===== src/rtl/ghs_pkg.sv =====
// Shared types and constants for the gzip member header stripper.
// No dependencies; used by every module under rtl.
package ghs_pkg;

  typedef enum logic [3:0] {
    PH_MAGIC0  = 4'd0,
    PH_MAGIC1  = 4'd1,
    PH_METHOD  = 4'd2,
    PH_FLAGS   = 4'd3,
    PH_FIXED   = 4'd4,
    PH_XLEN0   = 4'd5,
    PH_XLEN1   = 4'd6,
    PH_EXTRA   = 4'd7,
    PH_NAME    = 4'd8,
    PH_COMMENT = 4'd9,
    PH_HCRC0   = 4'd10,
    PH_HCRC1   = 4'd11,
    PH_PAYLOAD = 4'd12,
    PH_ERROR   = 4'd13
  } phase_e;

  localparam logic [1:0] ERR_NONE   = 2'd0;
  localparam logic [1:0] ERR_MAGIC  = 2'd1;
  localparam logic [1:0] ERR_METHOD = 2'd2;
  localparam logic [1:0] ERR_TRUNC  = 2'd3;

  localparam logic [7:0] MAGIC0_BYTE = 8'h1F;
  localparam logic [7:0] MAGIC1_BYTE = 8'h8B;
  localparam logic [7:0] DEFLATE_CM  = 8'h08;

  // Only FLG bits 1 to 4 matter; they are kept in a 4-bit register.
  localparam int FlagLsb     = 1;
  localparam int FlagMsb     = 4;
  localparam int FlagHcrc    = 0;
  localparam int FlagExtra   = 1;
  localparam int FlagName    = 2;
  localparam int FlagComment = 3;

  localparam logic [2:0] FIXED_LAST = 3'd5;

  // One input byte with its classification, as held in the front queue.
  typedef struct packed {
    logic [7:0] data;
    logic       last;
    logic       is_magic0;
    logic       is_magic1;
    logic       is_deflate;
    logic       is_zero;
  } item_t;

  typedef struct packed {
    logic [7:0] data;
    logic       is_payload;
    logic       header_done;
    logic [1:0] error_code;
    logic       last;
  } result_t;

endpackage


===== src/rtl/ghs_front.sv =====
// Front end: accepts raw bytes, classifies them and holds them in a
// two-entry queue for the parser. Depends on ghs_pkg.
module ghs_front import ghs_pkg::*; (
  input  logic       clk_i,
  input  logic       rst_ni,
  input  logic       push,
  output logic       full,
  input  logic [7:0] in_byte_i,
  input  logic       in_last_i,
  output logic       item_valid_o,
  output item_t      item_o,
  input  logic       item_take_i
);

  item_t      mem_q [2];
  logic       wr_ptr_q, wr_ptr_d;
  logic       rd_ptr_q, rd_ptr_d;
  logic [1:0] count_q, count_d;
  logic       wr_en;
  logic       rd_en;
  item_t      item_in;

  assign full         = (count_q == 2'd2);
  assign wr_en        = push && !full;
  assign item_valid_o = (count_q != 2'd0);
  assign rd_en        = item_take_i && item_valid_o;
  assign item_o       = mem_q[rd_ptr_q];

  always_comb begin
    item_in.data       = in_byte_i;
    item_in.last       = in_last_i;
    item_in.is_magic0  = (in_byte_i == MAGIC0_BYTE);
    item_in.is_magic1  = (in_byte_i == MAGIC1_BYTE);
    item_in.is_deflate = (in_byte_i == DEFLATE_CM);
    item_in.is_zero    = (in_byte_i == 8'd0);
  end

  always_comb begin
    wr_ptr_d = wr_en ? !wr_ptr_q : wr_ptr_q;
    rd_ptr_d = rd_en ? !rd_ptr_q : rd_ptr_q;
    count_d  = count_q + {1'b0, wr_en} - {1'b0, rd_en};
  end

  always_ff @(posedge clk_i or negedge rst_ni) begin
    if (!rst_ni) begin
      wr_ptr_q <= 1'b0;
      rd_ptr_q <= 1'b0;
      count_q  <= 2'd0;
    end else begin
      wr_ptr_q <= wr_ptr_d;
      rd_ptr_q <= rd_ptr_d;
      count_q  <= count_d;
    end
  end

  always_ff @(posedge clk_i) begin
    if (wr_en) begin
      mem_q[wr_ptr_q] <= item_in;
    end
  end

endmodule


===== src/rtl/ghs_parser.sv =====
// Back end: header state machine. Takes one classified byte per cycle from
// the front queue unless stalled, and gives one result. Depends on ghs_pkg.
module ghs_parser import ghs_pkg::*; (
  input  logic    clk_i,
  input  logic    rst_ni,
  input  logic    item_valid_i,
  input  item_t   item_i,
  output logic    item_take_o,
  input  logic    res_ready_i,
  output logic    res_valid_o,
  output result_t res_o,
  output logic [1:0] err_o
);

  phase_e      phase_q, phase_d;
  logic [2:0]  fixed_idx_q, fixed_idx_d;
  logic [3:0]  flags_q, flags_d;
  logic [15:0] skip_q, skip_d;
  logic [1:0]  err_q, err_d;
  logic        step;
  logic        payload;

  function automatic phase_e after_name(input logic [3:0] flg);
    phase_e ph;
    if (flg[FlagComment]) ph = PH_COMMENT;
    else if (flg[FlagHcrc]) ph = PH_HCRC0;
    else ph = PH_PAYLOAD;
    return ph;
  endfunction

  function automatic phase_e after_extra(input logic [3:0] flg);
    phase_e ph;
    if (flg[FlagName]) ph = PH_NAME;
    else ph = after_name(flg);
    return ph;
  endfunction

  assign step        = item_valid_i && res_ready_i;
  assign item_take_o = step;
  assign res_valid_o = step;
  assign err_o       = err_q;

  always_comb begin
    phase_d     = phase_q;
    fixed_idx_d = fixed_idx_q;
    flags_d     = flags_q;
    skip_d      = skip_q;
    err_d       = err_q;
    payload     = 1'b0;
    case (phase_q)
      PH_MAGIC0: begin
        if (item_i.is_magic0) phase_d = PH_MAGIC1;
        else begin
          phase_d = PH_ERROR;
          err_d   = ERR_MAGIC;
        end
      end
      PH_MAGIC1: begin
        if (item_i.is_magic1) phase_d = PH_METHOD;
        else begin
          phase_d = PH_ERROR;
          err_d   = ERR_MAGIC;
        end
      end
      PH_METHOD: begin
        if (item_i.is_deflate) phase_d = PH_FLAGS;
        else begin
          phase_d = PH_ERROR;
          err_d   = ERR_METHOD;
        end
      end
      PH_FLAGS: begin
        flags_d     = item_i.data[FlagMsb:FlagLsb];
        fixed_idx_d = 3'd0;
        phase_d     = PH_FIXED;
      end
      PH_FIXED: begin
        // MTIME, XFL and OS: six bytes in all.
        if (fixed_idx_q == FIXED_LAST) begin
          fixed_idx_d = 3'd0;
          phase_d     = flags_q[FlagExtra] ? PH_XLEN0 : after_extra(flags_q);
        end else begin
          fixed_idx_d = fixed_idx_q + 3'd1;
        end
      end
      PH_XLEN0: begin
        skip_d  = {8'd0, item_i.data};
        phase_d = PH_XLEN1;
      end
      PH_XLEN1: begin
        skip_d  = {item_i.data, skip_q[7:0]};
        phase_d = ({item_i.data, skip_q[7:0]} != 16'd0) ? PH_EXTRA : after_extra(flags_q);
      end
      PH_EXTRA: begin
        skip_d = skip_q - 16'd1;
        if (skip_q == 16'd1) phase_d = after_extra(flags_q);
      end
      PH_NAME: begin
        if (item_i.is_zero) phase_d = after_name(flags_q);
      end
      PH_COMMENT: begin
        if (item_i.is_zero) phase_d = flags_q[FlagHcrc] ? PH_HCRC0 : PH_PAYLOAD;
      end
      PH_HCRC0: phase_d = PH_HCRC1;
      PH_HCRC1: phase_d = PH_PAYLOAD;
      PH_PAYLOAD: payload = 1'b1;
      default: phase_d = PH_ERROR;
    endcase

    // A stream that ends before the header is complete is truncated.
    if (item_i.last && phase_d != PH_PAYLOAD && phase_d != PH_ERROR) begin
      phase_d = PH_ERROR;
      err_d   = ERR_TRUNC;
    end
    if (phase_d == PH_ERROR && err_d == ERR_NONE) err_d = ERR_TRUNC;
  end

  always_comb begin
    res_o.data        = item_i.data;
    res_o.is_payload  = payload;
    res_o.header_done = (phase_d == PH_PAYLOAD);
    res_o.error_code  = err_d;
    res_o.last        = item_i.last;
  end

  always_ff @(posedge clk_i or negedge rst_ni) begin
    if (!rst_ni) begin
      phase_q     <= PH_MAGIC0;
      fixed_idx_q <= 3'd0;
      flags_q     <= 4'd0;
      skip_q      <= 16'd0;
      err_q       <= ERR_NONE;
    end else if (step) begin
      phase_q     <= phase_d;
      fixed_idx_q <= fixed_idx_d;
      flags_q     <= flags_d;
      skip_q      <= skip_d;
      err_q       <= err_d;
    end
  end

endmodule


===== src/rtl/ghs_out_queue.sv =====
// Two-entry result queue that decouples the parser from the consumer.
// Depends on ghs_pkg.
module ghs_out_queue import ghs_pkg::*; (
  input  logic    clk_i,
  input  logic    rst_ni,
  input  logic    res_valid_i,
  input  result_t res_i,
  output logic    res_ready_o,
  output logic    empty,
  input  logic    pop,
  output result_t res_o
);

  result_t    mem_q [2];
  logic       wr_ptr_q, wr_ptr_d;
  logic       rd_ptr_q, rd_ptr_d;
  logic [1:0] count_q, count_d;
  logic       wr_en;
  logic       rd_en;

  assign res_ready_o = (count_q != 2'd2);
  assign wr_en       = res_valid_i && res_ready_o;
  assign empty       = (count_q == 2'd0);
  assign rd_en       = pop && !empty;
  assign res_o       = mem_q[rd_ptr_q];

  always_comb begin
    wr_ptr_d = wr_en ? !wr_ptr_q : wr_ptr_q;
    rd_ptr_d = rd_en ? !rd_ptr_q : rd_ptr_q;
    count_d  = count_q + {1'b0, wr_en} - {1'b0, rd_en};
  end

  always_ff @(posedge clk_i or negedge rst_ni) begin
    if (!rst_ni) begin
      wr_ptr_q <= 1'b0;
      rd_ptr_q <= 1'b0;
      count_q  <= 2'd0;
    end else begin
      wr_ptr_q <= wr_ptr_d;
      rd_ptr_q <= rd_ptr_d;
      count_q  <= count_d;
    end
  end

  always_ff @(posedge clk_i) begin
    if (wr_en) begin
      mem_q[wr_ptr_q] <= res_i;
    end
  end

endmodule


===== src/rtl/gzip_header_stripper.sv =====
// Top level of the gzip member header stripper: front queue, header parser
// and result queue. Depends on ghs_pkg, ghs_front, ghs_parser, ghs_out_queue.
//
//   Channel | Handshake         | Payload
//   --------+-------------------+------------------------------------------
//   input   | push / full       | in_byte_i, in_last_i
//   result  | empty / pop       | out_byte_o, is_payload_o, header_done_o,
//           |                   | error_code_o, out_last_o
//
// One byte per cycle sustained while neither side stalls; a pushed byte is
// held in the front queue, then one parser step puts it in the result queue.
// The parser steps whenever the front queue holds a byte and the result
// queue has room, so each side stalls on its own through the two queues.
// Reset is asynchronous and active low; it empties both queues and returns
// the parser to the first magic byte with no error latched.
module gzip_header_stripper import ghs_pkg::*; (
  input  logic       clk_i,
  input  logic       rst_ni,
  input  logic       push,
  output logic       full,
  input  logic [7:0] in_byte_i,
  input  logic       in_last_i,
  output logic       empty,
  input  logic       pop,
  output logic [7:0] out_byte_o,
  output logic       is_payload_o,
  output logic       header_done_o,
  output logic [1:0] error_code_o,
  output logic       out_last_o
);

  logic       item_valid;
  item_t      item;
  logic       item_take;
  logic       res_valid;
  logic       res_ready;
  result_t    res_in;
  result_t    res_out;
  logic [1:0] err_latched;

  ghs_front u_front (
    .clk_i        (clk_i),
    .rst_ni       (rst_ni),
    .push         (push),
    .full         (full),
    .in_byte_i    (in_byte_i),
    .in_last_i    (in_last_i),
    .item_valid_o (item_valid),
    .item_o       (item),
    .item_take_i  (item_take)
  );

  ghs_parser u_parser (
    .clk_i        (clk_i),
    .rst_ni       (rst_ni),
    .item_valid_i (item_valid),
    .item_i       (item),
    .item_take_o  (item_take),
    .res_ready_i  (res_ready),
    .res_valid_o  (res_valid),
    .res_o        (res_in),
    .err_o        (err_latched)
  );

  ghs_out_queue u_out_queue (
    .clk_i       (clk_i),
    .rst_ni      (rst_ni),
    .res_valid_i (res_valid),
    .res_i       (res_in),
    .res_ready_o (res_ready),
    .empty       (empty),
    .pop         (pop),
    .res_o       (res_out)
  );

  assign out_byte_o    = res_out.data;
  assign is_payload_o  = res_out.is_payload;
  assign header_done_o = res_out.header_done;
  assign error_code_o  = res_out.error_code;
  assign out_last_o    = res_out.last;

  // Payload bytes only follow a completed header.
  a_payload_done: assert property (@(posedge clk_i) disable iff (!rst_ni)
    (!empty && is_payload_o) |-> header_done_o)
    else $error("payload byte without completed header");

  // A byte with an error attached is never payload.
  a_error_no_payload: assert property (@(posedge clk_i) disable iff (!rst_ni)
    (!empty && error_code_o != ERR_NONE) |-> (!is_payload_o && !header_done_o))
    else $error("errored byte marked as payload");

  // The error latch is sticky until reset.
  a_error_sticky: assert property (@(posedge clk_i) disable iff (!rst_ni)
    (err_latched != ERR_NONE) |=> (err_latched == $past(err_latched)))
    else $error("latched error changed");

  // The parser steps only when the result queue can take its output.
  a_step_room: assert property (@(posedge clk_i) disable iff (!rst_ni)
    item_take |-> (item_valid && res_ready))
    else $error("parser stepped without input or room");

endmodule

===== config.mk =====
export PLATFORM = sky130hd
export DESIGN_NAME = gzip_header_stripper
export DESIGN_NICKNAME = d
export VERILOG_FILES = /design/src/rtl/ghs_pkg.sv /design/src/rtl/ghs_front.sv /design/src/rtl/ghs_parser.sv /design/src/rtl/ghs_out_queue.sv /design/src/rtl/gzip_header_stripper.sv
export SDC_FILE = /design/constraint.sdc
export NUM_CORES = 1
export LEC_CHECK = 0
export ABC_AREA = 1
export BUFFER_PORTS_ARGS = -buffer_cell sky130_fd_sc_hd__buf_2
export CORE_ASPECT_RATIO = 0.7
export CORE_UTILIZATION = 56
export DETAILED_ROUTE_END_ITERATION = 10
export PLACE_DENSITY = 0.76
export SYNTH_ARGS = -nofsm -noshare
export SYNTH_HDL_FRONTEND = slang
export SYNTH_SLANG_ARGS = --single-unit

===== constraint.sdc =====
create_clock -name clk_i -period 2.2 [get_ports clk_i]
set_input_delay 0.44 -clock clk_i [delete_from_list [all_inputs] [get_ports clk_i]]
set_output_delay 0.44 -clock clk_i [all_outputs]
set_load 0.05 [all_outputs]

=== Yosys cells after proc, flatten, opt, wreduce, memory -nomap -nowiden ===
Memory sizes are Yosys's and may differ from the RTL's.
Index checks and enable logic that the tools add are counted.

* Word-level logic and storage cells: 99
* Register bits: 37
* RAM bits: 52
* Input bits: 13
* Memories: 2

* Bitwise gates (word level): 1
* Reduce and logical (&&, ||, !) cells: 27
* Equality and inequality tests: 23
* Mux-type cells: 28
* Add/sub/neg operators: 6

{| class="wikitable"
|+ Memories
! memory !! depth !! width !! rd ports !! clocked after memory_dff !! write ports !! line !! RTL
|-
| u_front.mem_q || 2 || 13 || 1 || 0 || 1 || ghs_front.sv:15 || <nowiki>item_t mem_q [2];</nowiki>
|-
| u_out_queue.mem_q || 2 || 13 || 1 || 0 || 1 || ghs_out_queue.sv:14 || <nowiki>result_t mem_q [2];</nowiki>
|}

{| class="wikitable"
|+ Operator list
! cell !! count
|-
| $pmux 4 s13 || 1
|-
| $mux 4 || 12
|-
| $pmux 16 s3 || 1
|-
| $eq 4x4->1 const B || 7
|-
| $eq 16x1->1 const B || 1
|-
| $eq 4x3->1 const B || 4
|-
| $reduce_bool 16->1 || 1
|-
| $sub 16x1->16 const B || 1
|-
| $mux 2 || 5
|-
| $eq 4x2->1 const B || 2
|-
| $eq 8x4->1 const B || 1
|-
| $eq 8x5->1 const B || 1
|-
| $eq 8x8->1 const B || 1
|-
| $logic_and 1x1->1 || 8
|-
| $logic_not 8->1 || 1
|-
| $ne 4x4->1 const B || 2
|-
| $logic_not 1->1 || 6
|-
| $mux 3 || 2
|-
| $pmux 2 s3 || 1
|-
| $pmux 3 s2 || 1
|-
| $reduce_and 2->1 || 3
|-
| $reduce_bool 2->1 || 3
|-
| $mux 1 || 5
|-
| $add 2x1->2 || 2
|-
| other kinds (11) || 13
|}

=== Logic depth before layout (Yosys ltp) ===
Gate-level depths: netlist (run 1).

* Depth in word-level cells: 13
* Gate-level depth with buffers: 14
* Gate-level depth less buffers: 14

=== Modules after synthesis ===
From an unflattened synthesis (run 1), not the netlist that was laid out.

* Cells, all modules: 559
* Area total of the unflattened synthesis: 4658.2 µm²

{| class="wikitable"
|+ By module, submodules not included
! module !! instances !! sequential area each (µm²) !! cells an instance !! area each (µm²)
|-
| ghs_parser || 1 || 725.7 || 338 || 2222.1
|-
| ghs_front || 1 || 880.8 || 121 || 1260.0
|-
| ghs_out_queue || 1 || 880.8 || 100 || 1176.1
|}

=== Worst setup path before layout (run 1) ===
OpenSTA, ideal clock, no wires.

* Path type: register to register
* Start: reg u_out_queue.count_q[1]
* End: mem u_out_queue.mem_q[1][0] in the netlist's numbering, enable pin
* Stages on the path, launching flop included: 5
* Path buffers: 1
* Slack: 0.403 ns
* Setup time: 0.384 ns
* Clock period less this slack: 1.797 ns
* Data arrival time: 1.413 ns
* Cell sequence: dfrtp_1 > inv_2 > o22ai_2 > clkbuf_1 > nor2_1

* Longest elaborated chain between the ends: 5

{| class="wikitable"
|+ RTL lines
! item !! line !! RTL
|-
| start, declared || ghs_out_queue.sv:17 || <nowiki>logic [1:0] count_q, count_d;</nowiki>
|-
| start signal, assigned || ghs_out_queue.sv:41 || <nowiki>count_q <= count_d;</nowiki>
|-
| $ne 2x2->1 * || ghs_out_queue.sv:21 || <nowiki>assign res_ready_o = (count_q != 2'd2);</nowiki>
|-
| $logic_and 1x1->1 || ghs_parser.sv:38 || <nowiki>assign step = item_valid_i && res_ready_i;</nowiki>
|-
| $logic_and 1x1->1 * || ghs_out_queue.sv:22 || <nowiki>assign wr_en = res_valid_i && res_ready_o;</nowiki>
|-
| $mux 1 * || ghs_out_queue.sv:46 || <nowiki>if (wr_en) begin</nowiki>
|-
| $mux 1 (implied by the code) * || ghs_out_queue.sv:47 || <nowiki>mem_q[wr_ptr_q] <= res_i;</nowiki>
|-
| end, declared || ghs_out_queue.sv:14 ||
|}

Every way passes the cells marked *; elsewhere a longest branch is shown, timed or not.

==> impl_metrics.yaml, run 1 <==
status:
  outcome: "complete, but fails checks"
  violations: "design-rule violations"
setup_path:
  timing.critical_path.slowest_cell_delay_ns: 0.54
  worst-path-max-fanout: 8
  cp_cell_sequence: "nor2_4 -> inv_2 -> nor2_1 -> nor2_1 -> nand3_2 -> nor2_2 -> nand3_2 -> nand2_2 -> nand2_4 -> nand3_2"
  timing.critical_path.to_type: "flip-flop"
  cp_data_required_time_ns: 2.28
  r2r_setup_slack_ns: 0.14
  critical-path-top-cell-by-count: "nand3_2"
  timing.critical_path.buf_inv: 1
  critical_path.startpoint_type: "flip-flop"
  r2r_end: "u_out_queue.mem_q[0][2]"
  startpoint_of_the_worst_register_to_register_path: "u_parser.phase_q[0]"
  criticalPathCategory: "reg2reg"
  slowest_cell_on_crit_path: "dfrtp_1"
  critical-path-top-delay-family: "simple AND/OR/NAND/NOR gates"
  crit_cells: 10
  worstRegToRegCells: 10
  worst-endpoint-arrival_ns: 2.14
timing:
  timing.setup.tns_ns: 0
  rsz0062_at_grt: "no"
  worst_slew_margin_rel: 0.682
  finalSetupViolations: 0
  achievable-frequency_mhz: 485
  report.final.hold_viol_count: 0
  maxSlewViolCount: 0
  tightestPinTransition_ns: 0.473
  final.setup.worst_slack_ns: 0.138
  hold_ws_ns: 0.0538
  post-route-min-period_ns: 2.06
  post-route-period-util: 0.937
  fin_skew_ns: 0.00381
placed_design:
  placed_cell_area_um2: 5010
  place_hpwl_um: 7810
  port_buffers: 27
  gpl.final_weighted_congestion: 0.987
  place_ws_ns: 0.233
  dp.cells: 654
clocking:
  insertion_delay_ns: 0.34
  cts-hold-fix-buffers: 0
  cts.path.max_buffers: 2
  tritoncts.num_buffers: 9
  number_of_buffers_inserted_by_post_cts_setup_repair: 0
  tritoncts: "yes"
  ctsRootBufferMaster: "clkbuf_16"
  numClockSinks: 89
  register_clock_pin_slew_on_the_reported_worst_setup_and_hold_paths_ns: 0.06
  cts_resized: 0
  cts_htree_levels: 3
power_and_ir_drop:
  static-leakage-power_nw: 2.32
  power_frac_seq: 0.344
  vdd_drop_max_v: 0.000925
  cell_internal_pwr_mw: 4.93
  combinationalPowerShare: 0.474
  clock_power_frac: 0.182
  power_per_unit_of_standard_cell_area_nw_per_um2: 1690
  switching_share: 0.454
  totalPowerFinal_mw: 9.03
  total_switching_power_mw: 4.10
synth:
  synth-edff-count: 52
  yosys.area.top_type: "edfxtp_1"
  synth.ff_latch_count: 89
  ys_types: 43
  netlist_instances: 523
  seq_area_frac_synth: 0.531
  synthArstFlopShare: 0.416
  post_synth_instance_area_um2: 4690
  avgSynthCellArea_um2: 8.96
  synth.net_count: 543
  netlist_top_cells_area: "edfxtp_1 (33%), dfrtp_1 (20%), nand2_1 (11%), nor2_1 (5.0%), inv_1 (4.0%)"
  synth_warnings: 0
  fraction_of_post_synthesis_cell_area_in_the_top_cell_type_by_area: 0.333
  dominantRegCellSynth: "edfxtp_1"
routing:
  routed-via-count: 3758
  routed_wire_length_per_instance_um: 15.7
  routed_wirelength_um: 10600
  drcViolationCount: 4
  drt_first_iter_violations: 340
  post_drt_via_cell_ratio: 5.61
  ant_nets: 0
  drt_pass1_iterations: 8
floorplan:
  pin_count: 28
  die_y_um: 78.5
  core_area_um2: 7970
  start_util: 0.588
  die_width_um: 111
  fp.dieArea_um2: 8740
  fp-row-count: 27
finish:
  final_nets: 584
  commonest_non_fill_non_tap_cells_in_the_layout: "nand2_1 (139), nor2_1 (63), edfxtp_1 (52), inv_1 (50), dfrtp_1 (37)"
  leading_cell_type_in_the_layout_fill_and_taps_excluded: "nand2_1"
  post_route_core_utilization: 0.668
  antenna_cells_inserted: 0
  post_route_cells_drive_above_1_share: 0.195
  stdcell_area_um2: 5330
  final-instance-count-excl-fill: 670
  syn_to_final_growth_pct: 13.7
global_route:
  largest_net_degree_at_the_start_of_global_routing: 38
  vias_in_the_first_global_route: 3594
  number_of_antenna_violations_at_the_first_check_in_global_routing: 0
  global_route_wire_length_before_repair_um: 17400
  gr_usage_total: 0.265
  grt.overflow.total: 0
flow_run:
  cap_violations: 0
min_path:
  min_path_type: "in2async"
-- worst register-to-register path, stage by stage (launching register included) --
cell	delay, ns
dfrtp_1	0.54
nor2_4	0.24
inv_2	0.10
nor2_1	0.25
nor2_1	0.12
nand3_2	0.10
nor2_2	0.04
nand3_2	0.10
nand2_2	0.09
nand2_4	0.10
nand3_2	0.12
-- sequential cells by signal, indices dropped and copies added (netlist names), 2 cells and up --
| register | flops |
|---|---|
| u_front.mem_q | 26 |
| u_out_queue.mem_q | 26 |
| u_parser.skip_q | 16 |
| u_parser.flags_q | 4 |
| u_parser.phase_q | 4 |
| u_parser.fixed_idx_q | 3 |
| u_front.count_q | 2 |
| u_out_queue.count_q | 2 |
| u_parser.err_o | 2 |
-- final cells by class --
class	count	area (µm²)
fill	648	2640
sequential	89	2490
multi-input combinational	364	1910
timing repair buffer	40	258
clock buffer	12	246
inverter	60	228
tap	101	126
clock inverter	4	76.3
-- metal layers --
metal / global-route usage / up-vias / routed length (µm) / share of wire
li1: - / 1802 / - / -
met1: 0.357 / 1764 / 4710 / 0.45
met2: 0.410 / 172 / 4660 / 0.44
met3: 0.0741 / 20 / 987 / 0.094
met4: 0.101 / 0 / 185 / 0.018
met5: 0 / - / 0 / 0
-- logic make-up (layout without fill, tap and decap cells) --
logic type / Yosys count / in the layout / share of synthesized area
adders and majority gates: 7 / 7 / 0.0187
muxes: 1 / 1 / 0.00240
buffers and inverters: 70 / 116 / 0.0622
xor gates and xnor gates: 9 / 9 / 0.0168
AOI/OAI and AO/OA: 67 / 67 / 0.0892
and+or+nand+nor: 280 / 280 / 0.280
DFF: 89 / 89 / 0.531
-- how the worst max path moves through the flow --
stage                                      start                       to  slack, ns
after global placement       u_parser.phase_q[0]  u_out_queue.mem_q[0][1]       0.29
after global routing            u_front.rd_ptr_q  u_out_queue.mem_q[0][2]       0.04
final                        u_parser.phase_q[0]  u_out_queue.mem_q[0][2]       0.14
after floorplan           u_out_queue.count_q[1]  u_out_queue.mem_q[1][0]       0.40
after detailed placement     u_parser.phase_q[0]  u_out_queue.mem_q[0][1]       0.23
after CTS                    u_parser.phase_q[0]  u_out_queue.mem_q[0][2]       0.19
-- power groups by stage --
stage	registers, mW	clock network, mW	logic, mW
2_1_floorplan	2.98	0	3.27
3_3_place_gp	3.08	0	4.11
3_5_place_dp	3.12	0	4.25
4_1_cts	3.10	1.66	4.26
5_1_grt	3.18	1.72	4.71
6_report	3.11	1.64	4.28
-- synthesized netlist by cell type (all sizes together), types with 2 or more instances --
cell type	number
edfxtp	52
dfrtp	37
a31oi	8
inv	60
nor2	76
a22o	2
o22a	2
clkbuf	3
nor3	7
xnor2	3
or2	3
o22ai	4
a21oi	10
nand4	4
nor4	2
ha	7
a22oi	2
xor2	6
o21ai	34
nand3	33
o211ai	2
buf	7
nand2	154
No activity file was read; power rests on OpenSTA's default activity.
==> run 2, diff against run 1 <==
==> constraint.sdc (replaced) <==
create_clock -name clk_i -period 1.98 [get_ports clk_i]
set_input_delay 0.396 -clock clk_i [delete_from_list [all_inputs] [get_ports clk_i]]
set_output_delay 0.396 -clock clk_i [all_outputs]
set_load 0.05 [all_outputs]
==> impl_metrics.yaml, run 2 (synthesis gave the netlist of run 1 again) <==
timing:
  maxSlewViolCount: 0
  tightestPinTransition_ns: 0.620
  worst_slew_margin_rel: 0.583
  report.final.hold_viol_count: 0
  post-route-min-period_ns: 1.88
  hold_ws_ns: 0.240
  timing.setup.tns_ns: 0
  fin_skew_ns: 0.00791
  achievable-frequency_mhz: 531
  final.setup.worst_slack_ns: 0.0951
  post-route-period-util: 0.952
  finalSetupViolations: 0
finish:
  antenna_cells_inserted: 0
  final_nets: 605
  register_area_um2: 2490
  syn_to_final_growth_pct: 17.4
  post_route_cells_drive_above_1_share: 0.247
  multi_input_area_um2: 1940
  largestRegisters: "u_front.mem_q (26), u_out_queue.mem_q (26), u_parser.skip_q (16)"
  leading_cell_type_in_the_layout_fill_and_taps_excluded: "nand2_1"
  fillers: 635
  commonest_non_fill_non_tap_cells_in_the_layout: "nand2_1 (138), nor2_1 (57), edfxtp_1 (52), inv_1 (49)"
  final-instance-count-excl-fill: 691
floorplan:
  die_y_um: 78.5
  fp.dieArea_um2: 8740
  die_width_um: 111
  start_util: 0.588
  core_area_um2: 7970
  pin_count: 28
  fp-row-count: 27
routing:
  drt_first_iter_violations: 306
  routed_wirelength_um: 10800
  drcViolationCount: 4
  routed-via-count: 3731
  ant_nets: 0
  drt_pass1_iterations: 8
  post_drt_via_cell_ratio: 5.40
  routed_wire_length_per_instance_um: 15.6
setup_path:
  startpoint_of_the_worst_register_to_register_path: "u_parser.phase_q[0]"
  critical_path.startpoint_type: "flip-flop"
  cp_data_required_time_ns: 2.06
  timing.critical_path.to_type: "flip-flop"
  r2r_end: "u_out_queue.mem_q[0][1]"
  worst-path-max-fanout: 7
  worstRegToRegCells: 10
  cp_cell_sequence: "nor2_4 -> inv_2 -> nand2_2 -> nand3_1 -> nor2_1 -> nand2_1 -> nor2_1 -> nand2_1 -> nand4_1 -> nand3_2"
  timing.critical_path.slowest_cell_delay_ns: 0.49
  slowest_cell_on_crit_path: "dfrtp_2"
  critical-path-top-delay-family: "simple AND/OR/NAND/NOR gates"
  criticalPathCategory: "reg2reg"
  timing.critical_path.buf_inv: 1
  worst-endpoint-arrival_ns: 1.96
  r2r_setup_slack_ns: 0.1
placed_design:
  port_buffers: 27
  gpl.final_weighted_congestion: 0.929
  dp.cells: 668
  place_ws_ns: 0.0468
  place_hpwl_um: 7860
clocking:
  ctsRootBufferMaster: "clkbuf_16"
  insertion_delay_ns: 0.34
  tritoncts.num_buffers: 9
  numClockSinks: 89
  cts_htree_levels: 3
  cts.path.max_buffers: 2
  register_clock_pin_slew_on_the_reported_worst_setup_and_hold_paths_ns: 0.07
  tritoncts: "yes"
min_path:
  min_path_type: "in2reg"
  timing.hold.worst.start: "in_last_i"
  timing.hold.worst_endpoint: "u_front.mem_q[1][4]"
  holdPathStages: 1
power_and_ir_drop:
  vdd_drop_max_v: 0.00145
  static-leakage-power_nw: 2.41
  power_per_unit_of_standard_cell_area_nw_per_um2: 1870
global_route:
  gr_usage_total: 0.268
  vias_in_the_first_global_route: 3499
  number_of_antenna_violations_at_the_first_check_in_global_routing: 0
  global_route_wire_length_before_repair_um: 17700
  largest_net_degree_at_the_start_of_global_routing: 17
  grt.overflow.total: 0
status:
  violations: "design-rule violations"
  outcome: "complete, but fails checks"
flow_run:
  cap_violations: 0
run 2: changes by cell type in the layout (fill, tap and decap cells not counted), sizes merged:
cell,change
clkbuf,-1
buf,+20
dlygate4sd3,+1
bufinv,-1
clkinvlp,+1
clkinv,+1
run 2: power breakdown:
part / switching, mW / internal [mW]
clock: 0.706 / 1.02
combinational: 3.48 / 1.61
sequential: 0.513 / 2.95
run 2: layout make-up:
| cell class | instances | area share |
|---|---|---|
| flip-flops and latches | 89 | 0.453 |
| multi-input cells | 364 | 0.352 |
| repair buffers | 61 | 0.0737 |
| clock buffers | 11 | 0.0441 |
| inverters | 60 | 0.0421 |
| well taps | 101 | 0.0230 |
| clock inverters | 5 | 0.0116 |
run 2: what timing repair did:
| item | 4_1_cts | 5_1_grt |
|---|---|---|
| hold buffers | 1 | 0 |
| hold endpoints to repair | 11 | 0 |
| endpoints found under the setup margin | 0 | 21 |
| setup buffers | 0 | 6 |
| resized for setup | 0 | 17 |
run 2: per-layer routing:
metal / vias up / global-route usage / wire length [µm]
met5: - / 0 / 0
li1: 1852 / - / -
met3: 16 / 0.0703 / 676
met2: 139 / 0.404 / 4710
met1: 1724 / 0.382 / 5240
met4: 0 / 0.0784 / 150
run 2: how the worst max path moves through the flow:
stage | from | to | slack, ns | cells past startpoint
after floorplan | u_out_queue.count_q[1] | u_out_queue.mem_q[1][0] | 0.18 | 4
final | u_parser.phase_q[0] | u_out_queue.mem_q[0][1] | 0.1 | 10
after global routing | u_parser.skip_q[8] | u_parser.err_o[0] | -0.007 | 12
after CTS | u_parser.phase_q[0] | u_parser.skip_q[2] | 0.02 | 5
after global placement | u_parser.phase_q[0] | u_parser.skip_q[2] | 0.06 | 5
after detailed placement | u_parser.phase_q[0] | u_parser.skip_q[2] | 0.05 | 5
run 2: metrics by stage:
stage	util	power, mW	area (µm²)
finish	0.690	10.3	5500
global route	0.690	10.9	5500
CTS	0.679	10.2	5420
detailed placement	0.640	8.39	5100
global placement	0.640	8.21	5100
floorplan	-	6.95	4690
==> run 3, diff against run 2 <==
--- a/config.mk
+++ b/config.mk
@@ -10,7 +10,8 @@
 export CORE_ASPECT_RATIO = 0.7
 export CORE_UTILIZATION = 56
 export DETAILED_ROUTE_END_ITERATION = 10
-export PLACE_DENSITY = 0.76
+export PLACE_DENSITY = 0.74
+export REMOVE_ABC_BUFFERS = 1
 export SYNTH_ARGS = -nofsm -noshare
 export SYNTH_HDL_FRONTEND = slang
 export SYNTH_SLANG_ARGS = --single-unit
==> impl_metrics.yaml, run 3 (synthesis gave the netlist of run 1 again) <==
floorplan:
  die_y_um: 78.5
  die_width_um: 111
  pin_count: 28
  core_area_um2: 7970
  fp.dieArea_um2: 8740
  start_util: 0.588
  fp-row-count: 27
routing:
  routed-via-count: 3692
  drcViolationCount: 8
  routed_wirelength_um: 10500
  top_layer_used: "met4"
  wirelength_met1_um: 5190
  detailroute.wirelength.met2_um: 4570
  routed_wire_length_per_instance_um: 15.3
  met3_length_um: 545
  ant_nets: 0
  post_drt_via_cell_ratio: 5.40
  drt_pass1_iterations: 8
  drt_first_iter_violations: 350
setup_path:
  timing.critical_path.slowest_cell_delay_ns: 0.45
  cp_cell_sequence: "nor2_2 -> nand2_1 -> nor2_1 -> nor2_4 -> nand2_1 -> nor2_1 -> nand3_2 -> nand2_2 -> nand2_4 -> nand3_2"
  worst-path-max-fanout: 5
  timing.critical_path.to_type: "flip-flop"
  cp_data_required_time_ns: 2.06
  worst-endpoint-arrival_ns: 1.97
  critical_path.startpoint_type: "flip-flop"
  criticalPathCategory: "reg2reg"
  crit_path_start: "u_parser.phase_q[3]"
  critical-path-top-delay-family: "simple AND/OR/NAND/NOR gates"
  startpoint_of_the_worst_register_to_register_path: "u_parser.phase_q[3]"
  timing.critical_path.buf_inv: 0
  slowest_cell_on_crit_path: "dfrtp_1"
clocking:
  ctsRootBufferMaster: "clkbuf_16"
  cts-hold-fix-buffers: 0
  cts.path.max_buffers: 2
  tritoncts.num_buffers: 9
  cts_htree_levels: 3
  insertion_delay_ns: 0.34
  numClockSinks: 89
  tritoncts: "yes"
  register_clock_pin_slew_on_the_reported_worst_setup_and_hold_paths_ns: 0.06
global_route:
  vias_in_the_first_global_route: 3466
  gr_usage_total: 0.258
  largest_net_degree_at_the_start_of_global_routing: 21
  grt.overflow.total: 0
  global_route_wire_length_before_repair_um: 17100
  number_of_antenna_violations_at_the_first_check_in_global_routing: 0
power_and_ir_drop:
  static-leakage-power_nw: 2.38
  vdd_drop_max_v: 0.00130
  power_per_unit_of_standard_cell_area_nw_per_um2: 1870
finish:
  commonest_non_fill_non_tap_cells_in_the_layout: "nand2_1 (137), nor2_1 (57), edfxtp_1 (52), inv_1 (47), dfrtp_1 (34)"
  syn_to_final_growth_pct: 16.4
  final_nets: 598
  post_route_cells_drive_above_1_share: 0.240
  leading_cell_type_in_the_layout_fill_and_taps_excluded: "nand2_1"
  stdcell_area_um2: 5450
  fillers: 628
  largestRegisters: "u_front.mem_q (26), u_out_queue.mem_q (26), u_parser.skip_q (16)"
  antenna_cells_inserted: 0
placed_design:
  placed_cell_area_um2: 5100
  port_buffers: 27
  gpl.final_weighted_congestion: 0.978
  place_hpwl_um: 7810
flow_run:
  cap_violations: 0
timing:
  achievable-frequency_mhz: 527
  fin_skew_ns: 0.00489
  worst_slew_margin_rel: 0.655
  maxSlewViolCount: 0
  finalSetupViolations: 0
  post-route-period-util: 0.959
  timing.setup.tns_ns: 0
  report.final.hold_viol_count: 0
  tightestPinTransition_ns: 0.518
  post-route-min-period_ns: 1.90
status:
  outcome: "complete, but fails checks"
  violations: "design-rule violations"
min_path:
  min_path_type: "in2async"
run 3: layout make-up:
class	instances	area [µm²]	area share
Inverter	60	231	0.0424
Sequential cell	89	2490	0.457
Timing Repair Buffer	54	363	0.0665
Clock buffer	11	233	0.0427
Multi-Input combinational cell	364	1950	0.357
Clock inverter	5	62.6	0.0115
Tap cell	101	126	0.0232
run 3: where the power goes:
part | leakage [nW] | internal (mW) | switching, mW
logic | 1.30 | 1.57 | 3.45
registers | 0.931 | 2.95 | 0.513
clock network | 0.145 | 0.990 | 0.705
total | 2.38 | 5.51 | 4.67
run 3: layer usage:
metal / up-vias / GRT usage
met1: 1739 / 0.373
met2: 106 / 0.397
li1: 1832 / -
met3: 15 / 0.0541
met5: - / 0
met4: 0 / 0.0662
run 3: worst paths after layout:
path / to / slack [ns] / cells past startpoint
min in group clk_i: u_front.mem_q[0][4] / 0.25 / 1
max in group asynchronous: u_front.rd_ptr_q / 1.46 / 2
max reg2reg: u_out_queue.mem_q[0][1] / 0.08 / 10
max: u_out_queue.mem_q[0][1] / 0.08 / 10
min reg2reg: u_parser.flags_q[1] / 0.50 / 2
min: u_parser.skip_q[11] / 0.03 / 1
run 3: timing repair:
action / in CTS / in global routing
setup buffers: 0 / 1
resized for setup: 1 / 18
hold endpoints to repair: 0 / 0
endpoints found under the setup margin: 1 / 14
pin swaps: 0 / 1
run 3: worst register-to-register path, delay by kind of cell, from the launching register on:
kind,cells,cell delay (ns)
DFF,1,0.45
and+or+nand+nor,10,1.18
run 3: metrics by stage:
stage | cells | hold WS, ns | util | worst slack [ns] | total power [mW]
floorplan | 513 | 0.100 | - | -0.0200 | 6.85
global placement | 667 | 0.386 | 0.640 | 0.0761 | 8.20
detailed placement | 667 | 0.390 | 0.640 | 0.0275 | 8.36
CTS | 683 | 0.0346 | 0.677 | 0.0518 | 10.1
global route | 684 | 0.0547 | 0.684 | -0.0196 | 10.8
finish | 684 | 0.0263 | 0.684 | 0.0819 | 10.2
